## src/rtl/core/pwlcr_pkg.sv

```systemverilog
// Package for the piecewise linear color ramp core.
// Holds widths, register indexes, the sequencer state type and the divider status struct.
// No dependencies.
package pwlcr_pkg;

   localparam int MAX_STOPS  = 7;
   localparam int STOP_IDX_W = 3;
   localparam int CSR_IDX_W  = 3;
   localparam int POS_W      = 32;
   localparam int COLOR_W    = 32;
   localparam int STOP_W     = POS_W + COLOR_W;
   localparam int CH_W       = 8;
   localparam int NUM_CH     = 3;
   localparam int CH_IDX_W   = 2;
   localparam int PROD_W     = CH_W + POS_W;
   localparam int DIVIDEND_W = PROD_W + 2;
   localparam int DIVISOR_W  = POS_W + 1;
   localparam int QUOT_W     = CH_W + 1;
   localparam int DIV_CNT_W  = 4;

   localparam logic [CSR_IDX_W-1:0] CSR_STOP_COUNT = 3'd0;
   localparam logic [CSR_IDX_W-1:0] CSR_STOP_FIRST = 3'd1;

   typedef enum logic [2:0] {
      S_IDLE,
      S_FIRST,
      S_LAST,
      S_SEARCH,
      S_MUL,
      S_PREP,
      S_DIV,
      S_DONE
   } state_type;

   typedef struct packed {
      logic              done;
      logic [QUOT_W-1:0] quot;
   } div_status_type;

endpackage

```

## src/rtl/core/piecewise_linear_color_ramp_core.sv

```systemverilog
// Top level of the piecewise linear color ramp: stop registers, search sequencer, blend.
// Depends on pwlcr_pkg and pwlcr_div.
//
//  channel   ports                                   transfer when
//  request   start, busy, req_sample_*               start high and busy low
//  response  rsp_strobe, rsp_ramp_color_out,         rsp_strobe high, one cycle
//            rsp_color_valid
//  csr       csr_wr_en, csr_index, csr_wdata         csr_wr_en high
//
// An item that is absent or has fewer than two stops goes straight to the strobe.
// Otherwise the first and last stop checks run; a sample between the end stops then
// takes a search over the inner stops and, per color byte, a multiply, a prepare step
// and the 9-step shared divider. Busy drops the cycle after the strobe.
// Reset clears the stops and the sequencer. The receiver cannot stall.
module piecewise_linear_color_ramp_core (
   input  logic                                clock,
   input  logic                                reset,
   input  logic                                start,
   output logic                                busy,
   input  logic signed [pwlcr_pkg::POS_W-1:0]  req_sample_value,
   input  logic                                req_sample_present,
   output logic                                rsp_strobe,
   output logic [pwlcr_pkg::COLOR_W-1:0]       rsp_ramp_color_out,
   output logic                                rsp_color_valid,
   input  logic                                csr_wr_en,
   input  logic [pwlcr_pkg::CSR_IDX_W-1:0]     csr_index,
   input  logic [pwlcr_pkg::STOP_W-1:0]        csr_wdata
);

   pwlcr_pkg::state_type state_ff, state_in;

   logic [pwlcr_pkg::STOP_W-1:0]          stop_ff [pwlcr_pkg::MAX_STOPS];
   logic [pwlcr_pkg::STOP_IDX_W-1:0]      stop_count_ff;

   logic signed [pwlcr_pkg::POS_W-1:0]    value_ff, value_in;
   logic [pwlcr_pkg::STOP_IDX_W-1:0]      n_ff, n_in;
   logic [pwlcr_pkg::STOP_IDX_W-1:0]      rd_idx_ff, rd_idx_in;
   logic signed [pwlcr_pkg::POS_W-1:0]    lo_pos_ff, lo_pos_in;
   logic [pwlcr_pkg::COLOR_W-1:0]         lo_color_ff, lo_color_in;
   logic [pwlcr_pkg::COLOR_W-1:0]         hi_color_ff, hi_color_in;
   logic [pwlcr_pkg::POS_W-1:0]           num_ff, num_in;
   logic [pwlcr_pkg::POS_W-1:0]           den_ff, den_in;
   logic [pwlcr_pkg::PROD_W-1:0]          prod_ff, prod_in;
   logic                                  neg_ff, neg_in;
   logic                                  flip_ff, flip_in;
   logic [pwlcr_pkg::CH_IDX_W-1:0]        ch_ff, ch_in;
   logic [pwlcr_pkg::COLOR_W-1:0]         result_ff, result_in;
   logic                                  valid_ff, valid_in;

   logic [pwlcr_pkg::STOP_W-1:0]          stop_rd;
   logic signed [pwlcr_pkg::POS_W-1:0]    rd_pos;
   logic [pwlcr_pkg::COLOR_W-1:0]         rd_color;
   logic signed [pwlcr_pkg::POS_W:0]      span;
   logic signed [pwlcr_pkg::POS_W:0]      offset;
   logic [4:0]                            byte_sel;
   logic [pwlcr_pkg::CH_W-1:0]            s_byte;
   logic [pwlcr_pkg::CH_W-1:0]            e_byte;
   logic signed [pwlcr_pkg::DIVIDEND_W:0] numer;
   logic [pwlcr_pkg::DIVIDEND_W-1:0]      div_dividend;
   logic [pwlcr_pkg::DIVISOR_W-1:0]       div_divisor;
   logic                                  div_load;
   pwlcr_pkg::div_status_type             div_stat;
   logic                                  accept;

   assign accept   = start && !busy;
   assign stop_rd  = stop_ff[rd_idx_ff];
   assign rd_pos   = stop_rd[pwlcr_pkg::STOP_W-1:pwlcr_pkg::COLOR_W];
   assign rd_color = stop_rd[pwlcr_pkg::COLOR_W-1:0];
   assign span     = {rd_pos[pwlcr_pkg::POS_W-1], rd_pos}
                   - {lo_pos_ff[pwlcr_pkg::POS_W-1], lo_pos_ff};
   assign offset   = {value_ff[pwlcr_pkg::POS_W-1], value_ff}
                   - {lo_pos_ff[pwlcr_pkg::POS_W-1], lo_pos_ff};
   assign byte_sel = {ch_ff, 3'b000};
   assign s_byte   = lo_color_ff[byte_sel +: pwlcr_pkg::CH_W];
   assign e_byte   = hi_color_ff[byte_sel +: pwlcr_pkg::CH_W];

   assign numer = neg_ff
      ? ($signed({11'b0, den_ff}) - $signed({2'b0, prod_ff, 1'b0}))
      : ($signed({2'b0, prod_ff, 1'b0}) + $signed({11'b0, den_ff}));
   assign div_dividend = numer[pwlcr_pkg::DIVIDEND_W]
      ? ~numer[pwlcr_pkg::DIVIDEND_W-1:0] : numer[pwlcr_pkg::DIVIDEND_W-1:0];
   assign div_divisor  = {den_ff, 1'b0};

   pwlcr_div u_div (
      .clock    (clock),
      .reset    (reset),
      .load     (div_load),
      .dividend (div_dividend),
      .divisor  (div_divisor),
      .status   (div_stat)
   );

   always_comb begin
      state_in = state_ff;
      unique case (state_ff)
         pwlcr_pkg::S_IDLE: begin
            if (accept) begin
               state_in = (req_sample_present && stop_count_ff >= 3'd2)
                        ? pwlcr_pkg::S_FIRST : pwlcr_pkg::S_DONE;
            end
         end
         pwlcr_pkg::S_FIRST: begin
            state_in = (value_ff <= rd_pos) ? pwlcr_pkg::S_DONE : pwlcr_pkg::S_LAST;
         end
         pwlcr_pkg::S_LAST: begin
            state_in = (value_ff >= rd_pos) ? pwlcr_pkg::S_DONE : pwlcr_pkg::S_SEARCH;
         end
         pwlcr_pkg::S_SEARCH: begin
            if (value_ff <= rd_pos) begin
               state_in = (span[pwlcr_pkg::POS_W] || span == '0)
                        ? pwlcr_pkg::S_DONE : pwlcr_pkg::S_MUL;
            end
         end
         pwlcr_pkg::S_MUL:  state_in = pwlcr_pkg::S_PREP;
         pwlcr_pkg::S_PREP: state_in = pwlcr_pkg::S_DIV;
         pwlcr_pkg::S_DIV: begin
            if (div_stat.done) begin
               state_in = (ch_ff == pwlcr_pkg::CH_IDX_W'(pwlcr_pkg::NUM_CH - 1))
                        ? pwlcr_pkg::S_DONE : pwlcr_pkg::S_MUL;
            end
         end
         pwlcr_pkg::S_DONE: state_in = pwlcr_pkg::S_IDLE;
         default:           state_in = pwlcr_pkg::S_IDLE;
      endcase
   end

   always_comb begin
      busy       = (state_ff != pwlcr_pkg::S_IDLE);
      rsp_strobe = (state_ff == pwlcr_pkg::S_DONE);
      div_load   = (state_ff == pwlcr_pkg::S_PREP);
   end

   always_comb begin
      value_in    = value_ff;
      n_in        = n_ff;
      rd_idx_in   = rd_idx_ff;
      lo_pos_in   = lo_pos_ff;
      lo_color_in = lo_color_ff;
      hi_color_in = hi_color_ff;
      num_in      = num_ff;
      den_in      = den_ff;
      prod_in     = prod_ff;
      neg_in      = neg_ff;
      flip_in     = flip_ff;
      ch_in       = ch_ff;
      result_in   = result_ff;
      valid_in    = valid_ff;
      unique case (state_ff)
         pwlcr_pkg::S_IDLE: begin
            if (accept) begin
               value_in  = req_sample_value;
               n_in      = stop_count_ff;
               rd_idx_in = '0;
               result_in = '0;
               valid_in  = req_sample_present && stop_count_ff >= 3'd2;
            end
         end
         pwlcr_pkg::S_FIRST: begin
            if (value_ff <= rd_pos) begin
               result_in = rd_color;
            end else begin
               lo_pos_in   = rd_pos;
               lo_color_in = rd_color;
               rd_idx_in   = n_ff - 1'b1;
            end
         end
         pwlcr_pkg::S_LAST: begin
            if (value_ff >= rd_pos) begin
               result_in = rd_color;
            end else begin
               rd_idx_in = 3'd1;
            end
         end
         pwlcr_pkg::S_SEARCH: begin
            if (value_ff > rd_pos) begin
               lo_pos_in   = rd_pos;
               lo_color_in = rd_color;
               rd_idx_in   = rd_idx_ff + 1'b1;
            end else if (span[pwlcr_pkg::POS_W] || span == '0) begin
               result_in = lo_color_ff;
            end else begin
               hi_color_in = rd_color;
               num_in      = offset[pwlcr_pkg::POS_W-1:0];
               den_in      = span[pwlcr_pkg::POS_W-1:0];
               ch_in       = '0;
               result_in   = '0;
            end
         end
         pwlcr_pkg::S_MUL: begin
            neg_in  = (e_byte < s_byte);
            prod_in = (e_byte < s_byte) ? (s_byte - e_byte) * num_ff
                                        : (e_byte - s_byte) * num_ff;
         end
         pwlcr_pkg::S_PREP: begin
            flip_in = numer[pwlcr_pkg::DIVIDEND_W];
         end
         pwlcr_pkg::S_DIV: begin
            if (div_stat.done) begin
               result_in[byte_sel +: pwlcr_pkg::CH_W] = s_byte
                  + (flip_ff ? ~div_stat.quot[pwlcr_pkg::CH_W-1:0]
                             : div_stat.quot[pwlcr_pkg::CH_W-1:0]);
               ch_in = ch_ff + 1'b1;
            end
         end
         pwlcr_pkg::S_DONE: begin
         end
         default: begin
         end
      endcase
   end

   always_ff @(posedge clock) begin
      if (reset) begin
         state_ff      <= pwlcr_pkg::S_IDLE;
         stop_count_ff <= '0;
         for (int i = 0; i < pwlcr_pkg::MAX_STOPS; i++) begin
            stop_ff[i] <= '0;
         end
      end else begin
         state_ff <= state_in;
         if (csr_wr_en) begin
            if (csr_index == pwlcr_pkg::CSR_STOP_COUNT) begin
               stop_count_ff <= csr_wdata[pwlcr_pkg::STOP_IDX_W-1:0];
            end else begin
               stop_ff[csr_index - pwlcr_pkg::CSR_STOP_FIRST] <= csr_wdata;
            end
         end
      end
   end

   always_ff @(posedge clock) begin
      value_ff    <= value_in;
      n_ff        <= n_in;
      rd_idx_ff   <= rd_idx_in;
      lo_pos_ff   <= lo_pos_in;
      lo_color_ff <= lo_color_in;
      hi_color_ff <= hi_color_in;
      num_ff      <= num_in;
      den_ff      <= den_in;
      prod_ff     <= prod_in;
      neg_ff      <= neg_in;
      flip_ff     <= flip_in;
      ch_ff       <= ch_in;
      result_ff   <= result_in;
      valid_ff    <= valid_in;
   end

   assign rsp_ramp_color_out = result_ff;
   assign rsp_color_valid    = valid_ff;

`ifndef SYNTHESIS
   a_accept_busy: assert property (@(posedge clock) disable iff (reset)
      accept |=> busy)
      else $error("busy not raised after request transfer");

   a_strobe_single: assert property (@(posedge clock) disable iff (reset)
      rsp_strobe |=> !rsp_strobe)
      else $error("response strobe held longer than one cycle");

   a_invalid_zero: assert property (@(posedge clock) disable iff (reset)
      rsp_strobe && !rsp_color_valid |-> rsp_ramp_color_out == '0)
      else $error("invalid response carries a nonzero color");

   a_div_done_state: assert property (@(posedge clock) disable iff (reset)
      div_stat.done |-> state_ff == pwlcr_pkg::S_DIV)
      else $error("divider finished outside the divide step");

   a_search_range: assert property (@(posedge clock) disable iff (reset)
      state_ff == pwlcr_pkg::S_SEARCH |-> rd_idx_ff < n_ff)
      else $error("stop search ran past the last stop");
`endif

endmodule

```

## src/rtl/core/pwlcr_div.sv

```systemverilog
// Restoring divider for the color ramp, one quotient bit per cycle.
// Depends on pwlcr_pkg.
module pwlcr_div (
   input  logic                                clock,
   input  logic                                reset,
   input  logic                                load,
   input  logic [pwlcr_pkg::DIVIDEND_W-1:0]    dividend,
   input  logic [pwlcr_pkg::DIVISOR_W-1:0]     divisor,
   output pwlcr_pkg::div_status_type           status
);

   logic [pwlcr_pkg::DIVIDEND_W-1:0] rem_ff, rem_in;
   logic [pwlcr_pkg::DIVIDEND_W-1:0] dsr_ff, dsr_in;
   logic [pwlcr_pkg::QUOT_W-1:0]     quot_ff, quot_in;
   logic [pwlcr_pkg::DIV_CNT_W-1:0]  cnt_ff, cnt_in;
   logic                             active_ff, active_in;
   logic                             done_ff, done_in;
   logic                             ge;

   assign ge = (rem_ff >= dsr_ff);

   always_comb begin
      rem_in    = rem_ff;
      dsr_in    = dsr_ff;
      quot_in   = quot_ff;
      cnt_in    = cnt_ff;
      active_in = active_ff;
      done_in   = 1'b0;
      if (load) begin
         rem_in    = dividend;
         dsr_in    = pwlcr_pkg::DIVIDEND_W'({divisor, {(pwlcr_pkg::QUOT_W-1){1'b0}}});
         quot_in   = '0;
         cnt_in    = pwlcr_pkg::DIV_CNT_W'(pwlcr_pkg::QUOT_W - 1);
         active_in = 1'b1;
      end else if (active_ff) begin
         rem_in  = ge ? (rem_ff - dsr_ff) : rem_ff;
         dsr_in  = dsr_ff >> 1;
         quot_in = {quot_ff[pwlcr_pkg::QUOT_W-2:0], ge};
         if (cnt_ff == '0) begin
            active_in = 1'b0;
            done_in   = 1'b1;
         end else begin
            cnt_in = cnt_ff - 1'b1;
         end
      end
   end

   always_ff @(posedge clock) begin
      if (reset) begin
         active_ff <= 1'b0;
         done_ff   <= 1'b0;
         cnt_ff    <= '0;
      end else begin
         active_ff <= active_in;
         done_ff   <= done_in;
         cnt_ff    <= cnt_in;
      end
      rem_ff  <= rem_in;
      dsr_ff  <= dsr_in;
      quot_ff <= quot_in;
   end

   assign status.done = done_ff;
   assign status.quot = quot_ff;

endmodule
```

## config.mk

```make
export PLATFORM = sky130hd
export DESIGN_NAME = piecewise_linear_color_ramp_core
export DESIGN_NICKNAME = d
export VERILOG_FILES = /design/src/rtl/core/pwlcr_pkg.sv /design/src/rtl/core/piecewise_linear_color_ramp_core.sv /design/src/rtl/core/pwlcr_div.sv
export SDC_FILE = /design/constraint.sdc
export NUM_CORES = 2
export LEC_CHECK = 0
export ABC_AREA = 1
export BUFFER_PORTS_ARGS = -buffer_cell sky130_fd_sc_hd__buf_2
export CAP_MARGIN = 20
export CORE_ASPECT_RATIO = 1.25
export CORE_MARGIN = 8
export CORE_UTILIZATION = 53
export CTS_CLUSTER_DIAMETER = 120
export DETAILED_ROUTE_END_ITERATION = 8
export GPL_TIMING_DRIVEN = 0
export PLACE_DENSITY = 0.69
export SYNTH_ARGS = -nofsm -noshare
export SYNTH_HDL_FRONTEND = slang
export SYNTH_SLANG_ARGS = --single-unit
```

## constraint.sdc

```tcl
create_clock -name clock -period 10 [get_ports clock]
set_clock_uncertainty 0.05 [all_clocks]
set_input_delay 1 -clock clock [delete_from_list [all_inputs] [get_ports clock]]
set_output_delay 1 -clock clock [all_outputs]
set_load 0.02 [all_outputs]
```

After elaboration in Yosys (flattened, before gate mapping)

Memories as Yosys holds them, arrays and structs flattened. A register that Yosys moved wholly into a read port is not among the register bits.
Index checks and enable logic that the tools add are counted.

Output and inout bits: 35
Flip-flop bits (word level): 378
Memories kept: 1
Bits of input ports: 104
Bits in writable memories: 448

Shift operators: 4
Bitwise gates (word level): 6
Equality and inequality tests: 19
Add/subtract/negate cells: 14
Reduce and logical (&&, ||, !) cells: 29
Muxes and demuxes: 58
Magnitude comparators: 6
Multipliers: 2

Memories:

| name    | words | bits a word | read ports | clocked after Yosys merged registers in | wr ports | line                                   | text |
|---|---|---|---|---|---|---|---|
| stop_ff | 7     | 64          | 1          | 1                                       | 7        | piecewise_linear_color_ramp_core.sv:32 | `logic [pwlcr_pkg::STOP_W-1:0] stop_ff [pwlcr_pkg::MAX_STOPS];` |

Operators with widths:

| kind                   | count |
|---|---|
| $mux 32                | 10 |
| $mux 42                | 4 |
| $pmux 32 s5            | 1 |
| $pmux 32 s2            | 2 |
| $mux 41                | 2 |
| $mul 9x33->40          | 2 |
| $mux 64                | 1 |
| $reduce_or 64->1       | 1 |
| $shiftx 32x6->8        | 2 |
| $mux 43                | 1 |
| $add 41x32->42         | 1 |
| $ge 42x41->1           | 1 |
| $not 42->42            | 1 |
| $sub 32x41->42         | 1 |
| $sub 42x41->42         | 1 |
| $mux 40                | 1 |
| $mux 3                 | 12 |
| $logic_not 33->1       | 1 |
| $sub 32x32->33         | 1 |
| $bwmux 32              | 1 |
| $ge 32x32->1           | 1 |
| $gt 32x32->1           | 1 |
| $le 32x32->1           | 1 |
| $shift 8x7->32 const A | 1 |
| 42 further kinds       | 87 |

Logic depth before layout (Yosys ltp)

Word-level depth: 7
Depth in mapped cells: 42

Cells and area by module

Synthesis repeated with hierarchy kept, for this count alone.

Cells, all modules: 8120
Area total of the unflattened synthesis: 67773.8 sq um

Modules (own cells, without submodules):

| module                           | cells an instance | sequential area each (sq um) | area each (sq um) | times used |
|---|---|---|---|---|
| piecewise_linear_color_ramp_core | 7036              | 23172.2                      | 60513.0           | 1 |
| pwlcr_div                        | 1084              | 2712.6                       | 7260.7            | 1 |

Least setup slack after synthesis

Ideal clock, no wire load.

Path kind: reg2reg
Start: reg with a tool-made name
End: reg result_ff (netlist bit rsp_ramp_color_out[0]), enable pin
Slack: 1.725 ns
Data required time: 9.230 ns
Buffers on the path: 4
Data arrival time: 7.505 ns
Library setup time: 0.720 ns
Cell stages (with the launch flop): 20
Clock period less this slack: 8.275 ns
Cells stage by stage: dfxtp_1 > buf_2 > clkbuf_1 > clkbuf_1 > clkbuf_1 > nor2_1 > o22ai_1 > nand2_1 > o21ai_0 > inv_1 > ha_1 > nand2_1 > nor2_1 > nand4_1 > nor4_1 > nand2_1 > nand3_1 > nand3_1 > nor2_1 > nor4_1

RTL lines:

| element                | line                                    | text |
|---|---|---|
| end signal: assignment | piecewise_linear_color_ramp_core.sv:244 | `result_ff <= result_in;` |
| end: declaration       | piecewise_linear_color_ramp_core.sv:47  | `logic [pwlcr_pkg::COLOR_W-1:0] result_ff, result_in;` |

Worst setup path in the final report

Start: reg ch_ff[1] (netlist name)
End: reg prod_ff[31] (netlist name) (data pin)

Cells in the longest elaborated chain, start to end: 4
Elaborated cells between the ends (all ways): 8
Classes of those cells: add/sub (2); mul (2); order compare (1); shift (2); mux (1)

Ends and longest elaborated chain:

| element                                   | line                                                                             | text |
|---|---|---|
| start: declaration                        | piecewise_linear_color_ramp_core.sv:46                                           | `logic [pwlcr_pkg::CH_IDX_W-1:0] ch_ff, ch_in;` |
| start signal: assignment                  | piecewise_linear_color_ramp_core.sv:243                                          | `ch_ff <= ch_in;` |
| $shiftx 32x6->8, on equally long branches | piecewise_linear_color_ramp_core.sv:75, piecewise_linear_color_ramp_core.sv:74   |  |
| $sub 8x8->9, on equally long branches     | piecewise_linear_color_ramp_core.sv:192, piecewise_linear_color_ramp_core.sv:191 |  |
| $mul 9x33->40, on equally long branches   | piecewise_linear_color_ramp_core.sv:192, piecewise_linear_color_ramp_core.sv:191 |  |
| $mux 40 *                                 | piecewise_linear_color_ramp_core.sv:191                                          | `prod_in = (e_byte < s_byte) ? (s_byte - e_byte) * num_ff` |
| end signal: assignment                    | piecewise_linear_color_ramp_core.sv:240                                          | `prod_ff <= prod_in;` |
| end: declaration                          | piecewise_linear_color_ramp_core.sv:43                                           | `logic [pwlcr_pkg::PROD_W-1:0] prod_ff, prod_in;` |

Mark *: on every way between the ends. The rest lies on a longest branch, timed or not.
A chain may end at the register's enable or synchronous reset.

==> key figures <==
Status
  • Outcome: complete, no violations

Detailed routing
  • Vias per cell: 5.780
  • Routed WL: approximately 240 mm
  • Drc violations: 0
  • Via Count: between 50000 and 60000
  • Pre-antenna DRT Iters: 8
  • Antenna Nets Post-Route: 0
  • DR WL/cell: between 20 and 25 um
  • Drt initial violations: 5304

Final layout
  • Layout cell share with drive strength beyond 1: 5.062%
  • NumNets Final: around 9200
  • Final Non-Filler Cells: between 10000 and 15000
  • Syn-to-layout area delta: 9.777%
  • Multi-input logic area: between 30000 and 40000 um^2
  • Sequential cell area: about 26000 um^2
  • Final Core Density: roughly 58%
  • Layout fillers: 11500

Timing
  • Final hold vios: 0
  • Unrepaired setup endpoints after global routing: false
  • Final setup vio count: 0
  • Least-Margin Pin Slew: 1.224 ns
  • Final min period: between 9 and 10 ns
  • Period Utilization, post-route: between 90% and 100%
  • Slew margin rel.: roughly 18%
  • Fmax: ~110 MHz
  • Hold slack final: ~0.40 ns
  • Max Slew Vio Count: 0

Floorplanning
  • Die W: 334.9 um
  • Die H: between 400 and 500 um
  • Starting Density: between 50% and 60%
  • IO Pins: ~140
  • Core Area: 126400 um^2
  • Die area: ~140000 um^2
  • Rows: about 150

Place
  • DP HPWL: about 190 mm
  • Routability Congestion: approximately 1
  • Port bufs: 138
  • Placed cells: about 9900

GRT
  • First-pass GRT wire length: around 360 mm
  • Pin count of the biggest net entering global routing: slightly below 60
  • Total track usage: between 30% and 40%
  • Vias in the first global route: between 50000 and 60000
  • Grt total ovfl: 0
  • Initial antenna violation count: 13

Yosys
  • Post-Synth XOR/XNOR Area: under 10%
  • Synth Register Bits: 893
  • Syn Inst Count: 8032
  • Ys flop type: edfxtp_1
  • Simple-Gate Fraction of Synth Area: 18.80%
  • Netlist cell types: 60
  • Number of synthesized flops with an enable pin: between 700 and 800
  • Synth Area in Adders: 20.51%
  • Synth warn: 0
  • Syn nets: between 8000 and 9000
  • Synth Area in Compound Gates: about an eighth
  • Sequential area share after synthesis: approximately two fifths
  • Largest family of logic cells by synthesized area: adder cells
  • Mux cell area share after synthesis: less than 1%
  • Syn avg cell area: roughly 8.4 um^2
  • Async SR Flop Fraction: 0%
  • Area of the mapped netlist: ~67000 um^2

Min path
  • Hold path depth: 1
  • Hold crit path type: in2reg

CTS
  • CTS clk-pin slew, worst paths: about 0.060 ns
  • Total setup buffers inserted after CTS: 0
  • Clk Latency, worst-skew pair: 0.73 ns
  • Post-CTS sizing: 0
  • Maximum clock insertion buffer count: 3
  • Clock sinks: roughly 890
  • CTS Root Cell: clkbuf_16
  • H-tree Lvls: 3
  • CTS tree: built
  • Num CTS Buffers: 92
  • Hold-fix buffers, CTS: 0

Critical path
  • Path depth of the worst reg2reg path: 32
  • Crit Path Max Fanout: 12
  • Critical Path End Type: register
  • CP max stage delay: 1.04 ns
  • Critical path class: reg2reg
  • Most used cell, CP: nand2_1
  • Kind of start point of the critical path: register
  • CP required: about 10 ns
  • WP data arrival: between 9 and 10 ns
  • Slowest cell on the critical path: fa_1

Flow run
  • Max_cap viols: 0
-- metal layers --
layer,vias up,GRT usage (%),wire (um)
met1,27860,38.93,85750
met5,-,0,0
met4,0,26.64,23200
met2,2895,56.60,113500
li1,26770,-,-
met3,744,4.955,18150
-- worst max-delay path: cells and delay by family, from the launching register on --
kind	cells	cell delay, ns
AOI/OAI and AO/OA	6	1.57
adders and majority gates	8	4.15
buffers and inverters	9	2.04
DFF	1	0.48
and+or+nand+nor	9	0.88
-- kinds of logic after synthesis --
family	count (synthesis)
compound gates	1440
xor+xnor	148
fa+ha+maj	846
buf+inv	1489
flops	893
mux	2
simple gates	3214
-- cells in the mapped netlist (4+ instances only) --
| library cell | n | share of area, % |
|---|---|---|
| a31oi_1 | 48 | 0.45 |
| and3_1 | 4 | 0.037 |
| nand3_1 | 190 | 1.4 |
| nor2_1 | 1413 | 7.9 |
| nor2_2 | 4 | 0.037 |
| clkinv_1 | 31 | 0.17 |
| nand2_2 | 8 | 0.074 |
| a32oi_1 | 15 | 0.20 |
| o2111ai_1 | 9 | 0.12 |
| inv_2 | 4 | 0.022 |
| o22ai_1 | 123 | 1.1 |
| o31ai_1 | 30 | 0.33 |
| o21a_1 | 31 | 0.35 |
| nor4_1 | 17 | 0.16 |
| a21oi_1 | 427 | 3.2 |
| buf_1 | 16 | 0.089 |
| o21bai_1 | 19 | 0.21 |
| a21o_1 | 30 | 0.33 |
| o311ai_0 | 4 | 0.052 |
| dfxtp_1 | 96 | 2.9 |
| nand3b_1 | 8 | 0.089 |
| o221ai_1 | 22 | 0.29 |
| xnor2_1 | 48 | 0.62 |
| a21boi_0 | 13 | 0.14 |
| nor3_1 | 30 | 0.22 |
| o32ai_1 | 8 | 0.10 |
| o211ai_1 | 15 | 0.17 |
| buf_2 | 27 | 0.20 |
| nand2_1 | 1469 | 8.2 |
| xor2_1 | 100 | 1.3 |
| nand4_1 | 43 | 0.40 |
| or2_2 | 14 | 0.13 |
| o21ai_1 | 25 | 0.19 |
| clkbuf_1 | 275 | 1.5 |
| ha_1 | 416 | 7.7 |
| a22oi_1 | 7 | 0.078 |
| o21ai_0 | 602 | 4.5 |
| fa_1 | 430 | 13 |
| edfxtp_1 | 797 | 36 |
| inv_1 | 1130 | 6.3 |
-- final timing paths --
| kind | start | to | slack, ns |
|---|---|---|---|
| setup reg to reg | ch_ff[1] | prod_ff[31] | 0.53 |
| hold reg to reg | stop_ff[6][9] | stop_ff[6][9] | 0.41 |
| setup / recovery | ch_ff[1] | prod_ff[31] | 0.53 |
| hold / removal | req_sample_value[31] | value_ff[31] | 0.40 |
-- sequential cells by signal (all words and copies together) (netlist names), 8 cells and up, named ones only --
name                count
u_div.dsr_ff           41
num_ff                 32
rsp_ramp_color_out     32
lo_color_ff            32
u_div.rem_ff           42
den_ff                 32
lo_pos_ff              32
stop_ff               512
hi_color_ff            32
value_ff               32
u_div.quot_ff           8
prod_ff                40
-- cells in the final DEF (no fill, tap or decap), types with 9 or more instances in the layout --
cell,count
a21boi_0,13
a21o_1,30
a21oi_1,426
a31oi_1,48
a32oi_1,14
buf_1,15
buf_12,10
buf_16,10
buf_2,166
buf_4,14
clkbuf_1,285
clkbuf_16,93
clkbuf_2,9
clkbuf_8,12
clkinv_1,36
clkinv_2,20
dfxtp_1,96
edfxtp_1,797
fa_1,430
ha_1,416
inv_1,1128
nand2_1,1460
nand2_2,12
nand3_1,190
nand4_1,43
nor2_1,1408
nor3_1,29
nor4_1,16
o2111ai_1,9
o211ai_1,15
o21a_1,31
o21ai_0,602
o21ai_1,25
o21bai_1,19
o221ai_1,22
o22ai_1,123
o31ai_1,30
or2_2,14
xnor2_1,48
xor2_1,100
-- final cells by class --
cell class	count	share of cell area (%)
Timing Repair Buffer	172	1.716
Clock inverter	49	0.6532
Sequential cell	893	34.97
Tap cell	1702	2.880
Buffer	321	1.736
Multi-Input combinational cell	5650	48.62
Clock buffer	125	3.472
Inverter	1166	5.936
Antenna cell	4	0.01354
-- per-stage QoR --
step | instance area [um^2] | setup slack, ns | TNS (ns)
global route | 73930 | 0.08152 | 0
detailed placement | 70840 | 0.2043 | 0
CTS | 73890 | 0.1832 | 0
global placement | 70170 | -6.456 | -605.45
floorplan | 67350 | 1.725 | 0
finish | 73940 | 0.5262 | 0
Power is not shown: default switching activity piles up to over one toggle a cycle in this logic, so the estimate is an artifact.
